===== config.mk =====
export PLATFORM = sky130hd
export DESIGN_NAME = schema_text_lexer_flat
export DESIGN_NICKNAME = d
export VERILOG_FILES = /design/src/rtl/stl_pkg.sv /design/src/rtl/stl_if.sv /design/src/rtl/stl_scan.sv /design/src/rtl/schema_text_lexer.sv /design/src/flat_wrapper.sv
export VERILOG_INCLUDE_DIRS = /design/src /design/src/rtl
export SDC_FILE = /design/constraint.sdc
export NUM_CORES = 1
export LEC_CHECK = 0
export BUFFER_PORTS_ARGS = -buffer_cell sky130_fd_sc_hd__buf_2
export CELL_PAD_IN_SITES_DETAIL_PLACEMENT = 0
export CELL_PAD_IN_SITES_GLOBAL_PLACEMENT = 1
export CORE_ASPECT_RATIO = 1.75
export CORE_UTILIZATION = 30
export DETAILED_ROUTE_END_ITERATION = 16
export GPL_ROUTABILITY_DRIVEN = 0
export PLACE_DENSITY_LB_ADDON = 0.1
export SLEW_MARGIN = 20
export SYNTH_ARGS = -nofsm -noshare
export SYNTH_HDL_FRONTEND = slang
export SYNTH_SLANG_ARGS = --single-unit

===== constraint.sdc =====
create_clock -name clk -period 6 [get_ports clk]
set_clock_uncertainty 0.15 [all_clocks]
set_input_delay 0.9 -clock clk [delete_from_list [all_inputs] [get_ports clk]]
set_output_delay 0.9 -clock clk [all_outputs]
set_load 0.05 [all_outputs]

===== src/rtl/schema_text_lexer_defines.svh =====
// Assertion macros shared by the schema text lexer RTL.
`ifndef SCHEMA_TEXT_LEXER_DEFINES_SVH
`define SCHEMA_TEXT_LEXER_DEFINES_SVH

`ifndef SYNTHESIS
// Same-cycle implication, sampled on clk, off while rst_n is low.
`define STL_ASSERT_IMP(label, ante, cons) \
  label: assert property (@(posedge clk) disable iff (!rst_n) (ante) |-> (cons)) \
    else $error("stl: assertion failed");
// Next-cycle implication, sampled on clk, off while rst_n is low.
`define STL_ASSERT_NXT(label, ante, cons) \
  label: assert property (@(posedge clk) disable iff (!rst_n) (ante) |=> (cons)) \
    else $error("stl: assertion failed");
`else
`define STL_ASSERT_IMP(label, ante, cons)
`define STL_ASSERT_NXT(label, ante, cons)
`endif

`endif


===== src/rtl/stl_pkg.sv =====
// Types and character constants for the schema text lexer.
`timescale 1ns / 1ps

package stl_pkg;

  typedef enum logic [2:0] {
    MODE_NORMAL = 3'd0,
    MODE_SLASH  = 3'd1,
    MODE_LINE   = 3'd2,
    MODE_BLOCK  = 3'd3,
    MODE_BSTAR  = 3'd4,
    MODE_ERROR  = 3'd5
  } scan_mode_t;

  typedef enum logic [1:0] {
    KIND_NONE  = 2'd0,
    KIND_IDENT = 2'd1,
    KIND_INT   = 2'd2
  } token_kind_t;

  typedef enum logic [2:0] {
    CLS_IDENT = 3'd0,
    CLS_INT   = 3'd1,
    CLS_SYM   = 3'd2,
    CLS_END   = 3'd3,
    CLS_ERR   = 3'd4
  } token_class_t;

  typedef enum logic [1:0] {
    CAUSE_NONE  = 2'd0,
    CAUSE_SLASH = 2'd1,
    CAUSE_OPEN  = 2'd2
  } error_cause_t;

  localparam logic [15:0] LINE_MAX = 16'hFFFF;

  localparam logic [7:0] CH_NUL   = 8'h00;
  localparam logic [7:0] CH_TAB   = 8'h09;
  localparam logic [7:0] CH_NL    = 8'h0A;
  localparam logic [7:0] CH_VT    = 8'h0B;
  localparam logic [7:0] CH_FF    = 8'h0C;
  localparam logic [7:0] CH_CR    = 8'h0D;
  localparam logic [7:0] CH_SPACE = 8'h20;
  localparam logic [7:0] CH_STAR  = 8'h2A;
  localparam logic [7:0] CH_SLASH = 8'h2F;
  localparam logic [7:0] CH_ZERO  = 8'h30;
  localparam logic [7:0] CH_NINE  = 8'h39;
  localparam logic [7:0] CH_UP_A  = 8'h41;
  localparam logic [7:0] CH_UP_Z  = 8'h5A;
  localparam logic [7:0] CH_US    = 8'h5F;
  localparam logic [7:0] CH_LO_A  = 8'h61;
  localparam logic [7:0] CH_LO_Z  = 8'h7A;

  // Scanner state carried from byte to byte.
  typedef struct packed {
    scan_mode_t  mode;
    token_kind_t kind;
    logic [15:0] line;
  } scan_state_t;

  // One result beat.
  typedef struct packed {
    token_class_t token_class;
    logic         token_start;
    logic [7:0]   byte_out;
    logic [15:0]  line_number;
    error_cause_t error_cause;
  } out_beat_t;

  localparam scan_state_t SCAN_RESET = '{mode: MODE_NORMAL, kind: KIND_NONE, line: 16'd0};

endpackage


===== src/rtl/stl_if.sv =====
// Valid/ready channel interfaces for the lexer input and result streams.
`timescale 1ns / 1ps

interface stl_in_if;
  logic       valid;
  logic       ready;
  logic [7:0] byte_in;

  modport source (output valid, output byte_in, input ready);
  modport sink   (input valid, input byte_in, output ready);
endinterface

interface stl_out_if;
  logic        valid;
  logic        ready;
  logic [2:0]  token_class;
  logic        token_start;
  logic [7:0]  byte_out;
  logic [15:0] line_number;
  logic [1:0]  error_cause;

  modport source (output valid, output token_class, output token_start,
                  output byte_out, output line_number, output error_cause,
                  input ready);
  modport sink   (input valid, input token_class, input token_start,
                  input byte_out, input line_number, input error_cause,
                  output ready);
endinterface


===== src/rtl/stl_scan.sv =====
// Combinational scan step: one byte plus current state gives next state and result.
`timescale 1ns / 1ps

module stl_scan
  import stl_pkg::*;
(
  input  logic [7:0]  byte_i,
  input  scan_state_t cur_i,
  output scan_state_t nxt_o,
  output logic        res_valid_o,
  output out_beat_t   res_o
);

  logic        is_alpha;
  logic        is_digit;
  logic        is_blank;
  logic [15:0] line_inc;

  assign is_alpha = (byte_i >= CH_LO_A && byte_i <= CH_LO_Z) ||
                    (byte_i >= CH_UP_A && byte_i <= CH_UP_Z) || (byte_i == CH_US);
  assign is_digit = (byte_i >= CH_ZERO) && (byte_i <= CH_NINE);
  assign is_blank = (byte_i == CH_SPACE) || (byte_i == CH_TAB) || (byte_i == CH_CR) ||
                    (byte_i == CH_VT) || (byte_i == CH_FF);
  // saturating newline count
  assign line_inc = (cur_i.line == LINE_MAX) ? cur_i.line : cur_i.line + 16'd1;

  always_comb begin
    nxt_o                = cur_i;
    res_valid_o          = 1'b0;
    res_o.token_class    = CLS_END;
    res_o.token_start    = 1'b0;
    res_o.byte_out       = CH_NUL;
    res_o.line_number    = cur_i.line;
    res_o.error_cause    = CAUSE_NONE;

    if (byte_i == CH_NUL) begin
      nxt_o = SCAN_RESET;
      if (cur_i.mode == MODE_SLASH) begin
        res_valid_o       = 1'b1;
        res_o.token_class = CLS_ERR;
        res_o.error_cause = CAUSE_SLASH;
      end else if (cur_i.mode == MODE_BLOCK || cur_i.mode == MODE_BSTAR) begin
        res_valid_o       = 1'b1;
        res_o.token_class = CLS_ERR;
        res_o.error_cause = CAUSE_OPEN;
      end else if (cur_i.mode != MODE_ERROR) begin
        res_valid_o       = 1'b1;
      end
    end else begin
      unique case (cur_i.mode)
        MODE_SLASH: begin
          if (byte_i == CH_SLASH) begin
            nxt_o.mode = MODE_LINE;
          end else if (byte_i == CH_STAR) begin
            nxt_o.mode = MODE_BLOCK;
          end else begin
            nxt_o.mode        = MODE_ERROR;
            res_valid_o       = 1'b1;
            res_o.token_class = CLS_ERR;
            res_o.error_cause = CAUSE_SLASH;
          end
        end
        MODE_LINE: begin
          if (byte_i == CH_NL) begin
            nxt_o.line = line_inc;
            nxt_o.mode = MODE_NORMAL;
          end
        end
        MODE_BLOCK: begin
          if (byte_i == CH_NL) begin
            nxt_o.line = line_inc;
          end else if (byte_i == CH_STAR) begin
            nxt_o.mode = MODE_BSTAR;
          end
        end
        MODE_BSTAR: begin
          if (byte_i == CH_SLASH) begin
            nxt_o.mode = MODE_NORMAL;
          end else if (byte_i != CH_STAR) begin
            if (byte_i == CH_NL) begin
              nxt_o.line = line_inc;
            end
            nxt_o.mode = MODE_BLOCK;
          end
        end
        MODE_NORMAL: begin
          if (is_blank) begin
            nxt_o.kind = KIND_NONE;
          end else if (byte_i == CH_NL) begin
            nxt_o.kind = KIND_NONE;
            nxt_o.line = line_inc;
          end else if (byte_i == CH_SLASH) begin
            nxt_o.kind = KIND_NONE;
            nxt_o.mode = MODE_SLASH;
          end else if (is_alpha) begin
            nxt_o.kind        = KIND_IDENT;
            res_valid_o       = 1'b1;
            res_o.token_class = CLS_IDENT;
            res_o.token_start = (cur_i.kind != KIND_IDENT);
            res_o.byte_out    = byte_i;
          end else if (is_digit) begin
            res_valid_o    = 1'b1;
            res_o.byte_out = byte_i;
            if (cur_i.kind == KIND_IDENT) begin
              res_o.token_class = CLS_IDENT;
            end else if (cur_i.kind == KIND_INT) begin
              res_o.token_class = CLS_INT;
            end else begin
              nxt_o.kind        = KIND_INT;
              res_o.token_class = CLS_INT;
              res_o.token_start = 1'b1;
            end
          end else begin
            nxt_o.kind        = KIND_NONE;
            res_valid_o       = 1'b1;
            res_o.token_class = CLS_SYM;
            res_o.token_start = 1'b1;
            res_o.byte_out    = byte_i;
          end
        end
        default: begin
          // error mode and spare codes: drop bytes until end of text
        end
      endcase
    end
  end

endmodule


===== src/rtl/schema_text_lexer.sv =====
// Top level of the streaming schema text lexer.
`timescale 1ns / 1ps

// schema_text_lexer takes one text byte per beat on in_ch and returns at most
// one result beat per byte on out_ch. Blanks, newlines, line comments and
// block comments give no result; newlines (also inside block comments) bump
// a line counter that saturates at 65535. Token bytes come out with their
// class (identifier, integer, symbol), a token-start flag and the line
// number. Byte 0 ends the text: it yields an end beat (or an error beat for
// a dangling slash or an open block comment) and returns the lexer to its
// reset state. After a lone-slash error, bytes are dropped until byte 0, which gives no beat.
// Throughput is one byte per clock when no stall holds the input side. A taken
// byte sits in the input register, is scanned there, and its result is loaded
// into the result register when the byte retires, and is offered from there.
// The input side keeps flowing while one result waits in the output
// register; it stalls only when the input register also holds a byte that
// produces a result. Bytes that produce no result never wait on out_ready.

`include "schema_text_lexer_defines.svh"

module schema_text_lexer
  import stl_pkg::*;
(
  input  logic     clk,
  input  logic     rst_n,
  stl_in_if.sink   in_ch,
  stl_out_if.source out_ch
);

  // input stage
  logic        s1_valid_r, s1_valid_nxt;
  logic [7:0]  s1_byte_r;
  logic        s1_fire;

  // scanner state
  scan_state_t st_r, st_nxt;
  scan_state_t scan_nxt;
  logic        res_valid;
  out_beat_t   res;

  // result register
  logic        out_valid_r, out_valid_nxt;
  out_beat_t   out_beat_r;
  logic        out_load;

  stl_scan u_scan (
    .byte_i      (s1_byte_r),
    .cur_i       (st_r),
    .nxt_o       (scan_nxt),
    .res_valid_o (res_valid),
    .res_o       (res)
  );

  // The held byte retires when it has no result, or the result slot is
  // empty or being emptied this cycle.
  assign s1_fire  = s1_valid_r && (!res_valid || !out_valid_r || out_ch.ready);
  assign out_load = s1_fire && res_valid;
  assign in_ch.ready = !s1_valid_r || s1_fire;

  always_comb begin
    s1_valid_nxt = s1_valid_r;
    if (in_ch.valid && in_ch.ready) begin
      s1_valid_nxt = 1'b1;
    end else if (s1_fire) begin
      s1_valid_nxt = 1'b0;
    end

    st_nxt = s1_fire ? scan_nxt : st_r;

    out_valid_nxt = out_valid_r && !out_ch.ready;
    if (out_load) begin
      out_valid_nxt = 1'b1;
    end
  end

  always_ff @(posedge clk) begin
    if (!rst_n) begin
      s1_valid_r  <= 1'b0;
      out_valid_r <= 1'b0;
      st_r        <= SCAN_RESET;
    end else begin
      s1_valid_r  <= s1_valid_nxt;
      out_valid_r <= out_valid_nxt;
      st_r        <= st_nxt;
    end
  end

  // payload registers
  always_ff @(posedge clk) begin
    if (in_ch.valid && in_ch.ready) begin
      s1_byte_r <= in_ch.byte_in;
    end
    if (out_load) begin
      out_beat_r <= res;
    end
  end

  assign out_ch.valid       = out_valid_r;
  assign out_ch.token_class = out_beat_r.token_class;
  assign out_ch.token_start = out_beat_r.token_start;
  assign out_ch.byte_out    = out_beat_r.byte_out;
  assign out_ch.line_number = out_beat_r.line_number;
  assign out_ch.error_cause = out_beat_r.error_cause;

  // error beats carry a cause and no token data
  `STL_ASSERT_IMP(a_err_beat_clean,
                  out_valid_r && out_beat_r.token_class == CLS_ERR,
                  !out_beat_r.token_start && out_beat_r.byte_out == CH_NUL &&
                  out_beat_r.error_cause != CAUSE_NONE)
  // error mode swallows every non-end byte
  `STL_ASSERT_IMP(a_err_mode_silent, s1_fire && st_r.mode == MODE_ERROR, !res_valid)
  // the line count only moves forward until end of text
  `STL_ASSERT_NXT(a_line_monotonic, s1_fire && s1_byte_r != CH_NUL,
                  st_r.line >= $past(st_r.line))
  // a byte held in the input stage waits unchanged
  `STL_ASSERT_NXT(a_s1_hold, s1_valid_r && !s1_fire, s1_valid_r && $stable(s1_byte_r))

endmodule


===== src/flat_wrapper.sv =====
// flat-port wrapper written by rule: the top's interface ports become plain ports
module schema_text_lexer_flat import stl_pkg::*;
  (clk, rst_n, in_ch_valid, in_ch_byte_in, in_ch_ready, out_ch_valid, out_ch_token_class, out_ch_token_start, out_ch_byte_out, out_ch_line_number, out_ch_error_cause, out_ch_ready);
  stl_in_if in_ch_i ();
  stl_out_if out_ch_i ();
  input  logic clk;
  input  logic rst_n;
  input wire logic [$bits(in_ch_i.valid)-1:0] in_ch_valid;
  input wire logic [$bits(in_ch_i.byte_in)-1:0] in_ch_byte_in;
  output wire logic [$bits(in_ch_i.ready)-1:0] in_ch_ready;
  output wire logic [$bits(out_ch_i.valid)-1:0] out_ch_valid;
  output wire logic [$bits(out_ch_i.token_class)-1:0] out_ch_token_class;
  output wire logic [$bits(out_ch_i.token_start)-1:0] out_ch_token_start;
  output wire logic [$bits(out_ch_i.byte_out)-1:0] out_ch_byte_out;
  output wire logic [$bits(out_ch_i.line_number)-1:0] out_ch_line_number;
  output wire logic [$bits(out_ch_i.error_cause)-1:0] out_ch_error_cause;
  input wire logic [$bits(out_ch_i.ready)-1:0] out_ch_ready;
  assign in_ch_i.valid = in_ch_valid;
  assign in_ch_i.byte_in = in_ch_byte_in;
  assign in_ch_ready = in_ch_i.ready;
  assign out_ch_valid = out_ch_i.valid;
  assign out_ch_token_class = out_ch_i.token_class;
  assign out_ch_token_start = out_ch_i.token_start;
  assign out_ch_byte_out = out_ch_i.byte_out;
  assign out_ch_line_number = out_ch_i.line_number;
  assign out_ch_error_cause = out_ch_i.error_cause;
  assign out_ch_i.ready = out_ch_ready;
  schema_text_lexer u_core (.clk(clk), .rst_n(rst_n), .in_ch(in_ch_i), .out_ch(out_ch_i));
endmodule

# After elaboration in Yosys (flattened, before gate mapping)
# Index checks and enable logic that the tools add are counted.
# word_totals
regBits	61
inputBits	12
out_inout_bits	32
word_cells	140
# classes
add_sub_neg	1
order_cmp	6
eq_ne	30
n_mux	59
bitwise	1
reduce_logical	32
# op_table
op	n
16-bit 2-to-1 mux	5
12-bit 2-to-1 mux	4
16-bit case mux with 3 select lines	1
3-bit 2-to-1 mux	15
8-bit by 4-bit equality test with 1-bit output, second input constant	5
8-bit by 6-bit equality test with 1-bit output, second input constant	3
2-bit 2-to-1 mux	11
21-bit 2-to-1 mux	1
3-bit != test, second input constant	7
1-bit 2-to-1 mux	18
16-bit by 1-bit adder with 16-bit output, second input constant	1
16-bit equality test, second input constant	1
8-bit by 7-bit >= comparator with 1-bit output, second input constant	2
8-bit by 7-bit less-or-equal comparator with 1-bit output, second input constant	2
3-bit case mux with 5 select lines	1
7-bit != test, second input constant	2
11-bit 2-to-1 mux	1
1-bit logical OR	10
9-bit AND reduction	1
8-bit by 7-bit equality test with 1-bit output, second input constant	1
8-bit by 6-bit >= comparator with 1-bit output, second input constant	1
8-bit by 6-bit less-or-equal comparator with 1-bit output, second input constant	1
8-bit logical NOT	1
8-bit by 6-bit != test with 1-bit output, second input constant	1
21 further kinds	33

# Depth between registers and ports, before layout
# Gate-level depths: netlist (run 1).
# depth
ltp_word	15
depth_mapped	9
ltp_nobuf	7

# Cells and area by module
# Synthesis (run 1) repeated with hierarchy kept, for this count alone.
# unflattened
hier_cells	337
area_unflattened_um2	3334.4
# modules_own_cells
mod	n_inst	cells_per_inst	area_each_um2	seq_area_each_um2
schema_text_lexer	1	140	2098.3	1601.5
stl_scan	1	197	1236.2	0.0

# Worst setup path before layout (run 1)
# Ideal clock, no wire load.
# synth_timing
path_kind	reg2reg
startpoint	register u_core.s1_byte_r[6]
endpoint	register u_core.out_beat_r, in the netlist u_core.out_ch.byte_out[0], enable pin
setup_time_ps	422
t_arrival_ps	3181
required_ps	5428
setup_slack_ps	2247
path_stages_with_launch	8
path_buffers	2
period_less_slack_ps	3753
cell_sequence	edfxtp_1 -> or3_1 -> buf_2 -> or3_1 -> buf_2 -> o22ai_1 -> o311a_1 -> nor2b_1
# synth_via
elab_chain_cells	13
word_cells_on_any_way	25
cone_classes	eq/ne: 8; mux: 7; reduce/logical: 10
# synth_lines
element	line	text
start: declaration	schema_text_lexer.sv:32	logic [7:0] s1_byte_r;
start signal: assignment	schema_text_lexer.sv:91	s1_byte_r <= in_ch.byte_in;
8-bit by 6-bit equality test with 1-bit output or 8-bit by 4-bit equality test with 1-bit output (tied branches)	stl_scan.sv:22	assign is_blank = (byte_i == CH_SPACE) || (byte_i == CH_TAB) || (byte_i == CH_CR) ||
1-bit logical OR (3 in a row)	stl_scan.sv:22	
1-bit logical OR	stl_scan.sv:23	(byte_i == CH_VT) || (byte_i == CH_FF);
1-bit 2-to-1 mux	stl_scan.sv:87	if (is_blank) begin
1-bit case mux with 2 select lines	stl_scan.sv:50	unique case (cur_i.mode)
1-bit 2-to-1 mux *	stl_scan.sv:36	if (byte_i == CH_NUL) begin
1-bit logical NOT	schema_text_lexer.sv:56	assign s1_fire = s1_valid_r && (!res_valid || !out_valid_r || out_ch.ready);
1-bit logical OR (2 in a row)	schema_text_lexer.sv:56	
1-bit logical AND	schema_text_lexer.sv:56	
1-bit logical AND *	schema_text_lexer.sv:57	assign out_load = s1_fire && res_valid;
via u_core.out_load	schema_text_lexer.sv:44	logic out_load;
end signal: assignment	schema_text_lexer.sv:94	out_beat_r <= res;
end: declaration	schema_text_lexer.sv:43	out_beat_t out_beat_r;
# Mark *: on every way through the listed nets, which the timed path passes. The rest lies on a longest branch.
# A chain may end at the register's enable or synchronous reset.

# Final worst setup path (run 1)
# layout_timing
startpoint	register u_core.s1_byte_r[4]
endpoint	output port in_ch_ready
# layout_via
elab_chain_cells	13
word_cells_on_any_way	25
cone_classes	eq/ne: 8; mux: 7; reduce/logical: 10
# layout_lines
element	line	text
8-bit by 6-bit equality test with 1-bit output or 8-bit by 4-bit equality test with 1-bit output (tied branches)	stl_scan.sv:22	
1-bit logical OR (3 in a row)	stl_scan.sv:22	
1-bit logical OR	stl_scan.sv:23	
1-bit 2-to-1 mux	stl_scan.sv:87	
1-bit case mux with 2 select lines	stl_scan.sv:50	
1-bit 2-to-1 mux *	stl_scan.sv:36	
1-bit logical NOT *	schema_text_lexer.sv:56	
1-bit logical OR * (2 in a row)	schema_text_lexer.sv:56	
1-bit logical AND *	schema_text_lexer.sv:56	
1-bit logical OR *	schema_text_lexer.sv:58	assign in_ch.ready = !s1_valid_r || s1_fire;
end: declaration	flat_wrapper.sv:10	output wire logic [$bits(in_ch_i.ready)-1:0] in_ch_ready;
# Mark *: on every way between the ends. The rest lies on a longest branch, timed or not.

==> results of run 1 <==
## registers in the layout, summed over array words and instances, names as in the netlist
signal / count
u_core.st_r: 21
u_core.out_ch.line_number: 16
u_core.out_ch.byte_out: 8
u_core.s1_byte_r: 8
u_core.out_ch.token_class: 3
u_core.out_ch.error_cause: 2
u_core.out_ch.token_start: 1
u_core.out_ch.valid: 1
u_core.s1_valid_r: 1
## cells in the mapped netlist, drive strengths merged (7+ instances only)
cell type,count,area [um2]
nand2b,7,43.8
o311ai,12,105
clkbuf,13,48.8
edfxtp,38,1140
o21ai,8,43.8
a21oi,9,45.0
o211ai,8,60.1
nor3,8,40.0
o31ai,7,52.6
dfxtp,23,460
nor2,23,86.3
nand3,14,70.1
nand2,26,97.6
and2,11,68.8
## worst max-delay path, delay by kind of cell (launching register included)
kind / cells / cell delay, ns
DFF: 1 / 0.48
and+or+nand+nor: 3 / 0.90
buffers and inverters: 2 / 0.30
AOI/OAI and AO/OA: 2 / 0.81
## through the flow
step                      instances  total power (W)  util, %
after global placement          429         0.000547     34.2
after floorplan                 281         0.000527        -
final                           445          0.00104     37.2
after CTS                       445          0.00105     37.2
after detailed placement        429         0.000548     34.2
after global routing            445          0.00107     37.2
## cell families (layout without fill, tap and decap cells)
| logic type | count (synthesis) | in the layout | share of synthesized area, % |
|---|---|---|---|
| adders and majority gates | 3 | 3 | 1.27 |
| buffers and inverters | 22 | 64 | 3.22 |
| muxes | 4 | 4 | 1.35 |
| xor gates and xnor gates | 1 | 1 | 0.296 |
| DFF | 61 | 61 | 54.2 |
| AOI/OAI and AO/OA | 69 | 69 | 17.9 |
| and+or+nand+nor | 121 | 121 | 21.8 |
## layer usage
metal	up-vias	share of wire, %	wire length, um
met5	-	0	0
met4	0	3.5	267
met3	19	2.7	206
met2	51	55	4160
met1	1102	38	2890
li1	1154	-	-
## path summary, 6_finish.rpt
| check | startpoint | endpoint | slack (ns) | depth (start not counted) |
|---|---|---|---|---|
| max | u_core.s1_byte_r[4]$_DFFE_PP_ | in_ch_ready | 2.13 | 7 |
| min | u_core.st_r[17]$_SDFFE_PN0P_ | u_core.st_r[17]$_SDFFE_PN0P_ | 0.33 | 2 |
| max reg2reg | u_core.s1_byte_r[2]$_DFFE_PP_ | u_core.st_r[1]$_SDFFE_PN0P_ | 2.70 | 6 |
| min reg2reg | u_core.st_r[17]$_SDFFE_PN0P_ | u_core.st_r[17]$_SDFFE_PN0P_ | 0.33 | 2 |
## cell type report
type,count,area (um2)
Inverter,4,15.0
Fill cell,980,5980
Clock buffer,15,289
Timing Repair Buffer,44,223
Tap cell,122,153
Sequential cell,61,1600
Clock inverter,1,5.00
Multi-Input combinational cell,198,1260
## report_power, final
part	switching (W)	internal, W
clock	0.000174	0.000327
sequential	0.0000107	0.000459
combinational	0.0000518	0.0000175
==> flow_summary.ini, run 1 <==
[status]
status = complete, no violations

[die]
core_um2 = 9530
placementRows = 47
die_area_um2 = 10300
ios = 44
die_h_um = 133
start_util_pct = 31.0
dieWidth_um = 77.0

[layout]
layout.nets = 333
final_common_cell = buf_2
stdcell_area_um2 = 3550
final_cell_mix = buf_2 (43), edfxtp_1 (38), nand2_1 (26)
areaGrowthSynthToFinish_pct = 20.0
n_antenna_cell = 0
layout-drive-gt1-share_pct = 19.5

[timing]
fmax_ghz = 0.258
setup_slack_ns = 2.13
setup_viol = 0
timing.final.crit_share_pct = 64.6
whs_ns = 0.335
hold_viol = 0
tns_ns = 0
slew_headroom_pct = 28.2
worst_slew_pin_slew_ns = 1.08
layout_min_cycle_time_ns = 3.87
rsz0062_at_grt = no
final_max_slew_viol_count = 0

[global_routing]
grtUsageMet3_pct = 3.36
grt_pass1_wl_um = 11900
grt_use_met1_pct = 15.6
grtUsageMet2_pct = 28.3
grt_overflow_total = 0
grt_pass1_vias = 2330
track_usage_pct = 15.4
antenna_found_initial = 0
grt_max_degree = 32
gr-max-usage-layer = met2

[detailed_routing]
num_vias = 2326
wl_per_cell_um = 16.9
viasPerCell = 5.23
firstDrtPassIters = 6
drcViolationCount = 0
detail-route-antenna-nets = 0
drt_iter0_markers = 152
wirelength_um = 7530

[clock_network]
cts-hold-fix-buffers = 0
htreeDepth = 3
cts_resized = 0
cts_tree = done
clockRootBuffer = clkbuf_16
path_clk_slew_ns = 0.05
post_cts_buffers = 0
numCtsBuffers = 9
clk_latency_ns = 0.32
cts_sinks = 61
clock_path_buffers = 2

[place]
portBuffers = 43
dp_slack_ns = 2.48
placed_area_um2 = 3250
place_hpwl_um = 5370

[setup_path]
start_kind = flop
cp_max_fo = 7
critical_path_required_ns = 4.95
arrival_ns = 2.82
critPathMaxStageDelay_ns = 0.52
endpoint_kind = primary output
crit_type = flop to primary output
slowest_stage = or3_1
crit_chain = or3_1 -> a2111o_1 -> and2_1 -> o311a_1 -> and3_1 -> inv_1 -> buf_2

[yosys]
synth_seq_cells = 61
avgSynthCellArea_um2 = 10.5
syn_inst = 281
yosysWarnings = 0
ys_seq_area_share_pct = 54.2
synth_edf_count = 38
postSynthNetCount = 296
synthArstFlopShare_pct = 0
ys_types = 48
synth_ff_type = edfxtp_1
syn_area_um2 = 2960

[worst_hold_path]
min_path_type = flop to flop

[power]
ir_drop_mv = 0.144
power_density_nw_per_um2 = 293
p_leak_nw = 1.25

[flow_run]
drv_cap = 0
Power figures use the tool's default switching activity.
==> inputs of run 2 (changes only) <==
==> constraint.sdc (replaced) <==
create_clock -name clk -period 4.1 [get_ports clk]
set_clock_uncertainty 0.15 [all_clocks]
set_input_delay 0.615 -clock clk [delete_from_list [all_inputs] [get_ports clk]]
set_output_delay 0.615 -clock clk [all_outputs]
set_load 0.05 [all_outputs]
==> run 2 against run 1 <==
  * First-iteration DRC count grew 3.9%
  * Combinational power grew 47%
  * Highest routed layer unchanged
  * Critical endpoint unchanged
  * Die area is the same
==> flow_summary.ini, run 2 (synthesis gave the netlist of run 1 again) <==
[worst_hold_path]
worstHoldStart = in_ch_byte_in[6]
hold_depth = 1
min_to = u_core.s1_byte_r[6]$_DFFE_PP_
min_path_type = input pin to flop

[die]
die_area_um2 = 10300
placementRows = 47
die_h_um = 133
ios = 44
start_util_pct = 31.0
core_um2 = 9530
dieWidth_um = 77.0

[clock_network]
numCtsBuffers = 9
post_cts_buffers = 0
cts_tree = done
clk_latency_ns = 0.33
htreeDepth = 3
clockRootBuffer = clkbuf_16
cts_sinks = 61
cts_resized = 0
clock_path_buffers = 2
cts-hold-fix-buffers = 0
path_clk_slew_ns = 0.05

[setup_path]
reg2reg_from = u_core.s1_byte_r[6]$_DFFE_PP_
reg2reg_to = u_core.s1_byte_r[5]$_DFFE_PP_
slowest_stage = edfxtp_1
crit_type = flop to primary output
crit_buf_inv = 2
crit_chain = or4_1 -> or3_1 -> o22ai_1 -> o311a_1 -> and3_1 -> inv_1 -> buf_2
r2r_slack_ns = 0.88
path_delay_family = simple AND/OR/NAND/NOR gates
critical_path_required_ns = 3.34
arrival_ns = 2.80
start_kind = flop
endpoint_kind = primary output
cp_max_fo = 13
worst_r2r_path_depth = 6
critPathMaxStageDelay_ns = 0.57

[timing]
layout_min_cycle_time_ns = 3.57
whs_ns = 0.312
rsz0062_at_grt = no
slew_headroom_pct = 27.6
fmax_ghz = 0.280
tns_ns = 0
hold_viol = 0
timing.final.crit_share_pct = 87.0
final_max_slew_viol_count = 0
worst_slew_pin_slew_ns = 1.09
setup_viol = 0

[place]
portBuffers = 43
placed_area_um2 = 3280
place_hpwl_um = 5340

[global_routing]
grt_pass1_wl_um = 11500
grt_overflow_total = 0
grt_max_degree = 32
grt_pass1_vias = 2203
antenna_found_initial = 0
track_usage_pct = 15.2

[detailed_routing]
wl_per_cell_um = 16.4
drt_iter0_markers = 158
viasPerCell = 5.22
drcViolationCount = 0
num_vias = 2344
detail-route-antenna-nets = 0
wirelength_um = 7340
firstDrtPassIters = 4

[layout]
stdcell_area_um2 = 3610
final_common_cell = buf_2
fill_cells = 983
layout.nets = 337
multiInputGateArea_um2 = 1260
regMostFlops = u_core.st_r
n_antenna_cell = 0
seqCellArea_um2 = 1600
utilization_pct = 37.9
areaGrowthSynthToFinish_pct = 22.3
largest_reg_flops = 21
layout-drive-gt1-share_pct = 21.1
final_cell_mix = buf_2 (43), edfxtp_1 (38), nand2_1 (26)

[power]
power_density_nw_per_um2 = 441
p_leak_nw = 1.29
ir_drop_mv = 0.214

[flow_run]
drv_cap = 0

[status]
status = complete, no violations
==> run 2: cell type report <==
type	instances	share of cell area, %
sequential	61	44.3
timing repair buffer	48	6.99
inverter	4	0.415
clock inverter	3	1.07
tap	122	4.22
clock buffer	13	8.07
multi-input combinational	198	34.9
==> run 2: layer usage <==
metal / up-vias / global-route usage (%) / part of all wire [%]
met3: 14 / 3.49 / 2.9
met1: 1099 / 14.4 / 37
met5: - / 0 / 0
met2: 68 / 28.7 / 57
li1: 1163 / - / -
met4: 0 / 9.64 / 2.9
==> run 2: worst max-delay path by stage <==
stage,slack [ns],to,startpoint,cells after the start
final,0.53,in_ch_ready,u_core.s1_byte_r[2]$_DFFE_PP_,7
after CTS,0.52,in_ch_ready,u_core.s1_byte_r[2]$_DFFE_PP_,7
after global routing,0.40,in_ch_ready,u_core.s1_byte_r[2]$_DFFE_PP_,7
after floorplan,0.35,u_core.out_ch.byte_out[0]$_SDFFCE_PP0P_,u_core.s1_byte_r[6]$_DFFE_PP_,7
after detailed placement,0.87,u_core.out_ch.valid$_SDFF_PN0_,u_core.s1_byte_r[2]$_DFFE_PP_,7
after global placement,0.91,in_ch_ready,u_core.s1_byte_r[2]$_DFFE_PP_,7
==> run 2: through the flow <==
step | worst slack (ns) | total power [W] | instances
floorplan | 0.347 | 0.000771 | 281
global placement | 0.906 | 0.000802 | 433
detailed placement | 0.874 | 0.000802 | 433
CTS | 0.517 | 0.00162 | 449
global route | 0.397 | 0.00165 | 449
finish | 0.535 | 0.00160 | 449
==> run 2: report_power, final <==
group	switching (W)	internal, W
Combinational	0.0000754	0.0000263
Sequential	0.0000153	0.000671
Clock	0.000254	0.000553
==> run 2: worst register-to-register path: cells and delay by family (launching register included) <==
| family | cells | cell delay [ns] |
|---|---|---|
| and+or+nand+nor | 4 | 1.46 |
| AOI/OAI and AO/OA | 2 | 0.81 |
| DFF | 1 | 0.43 |
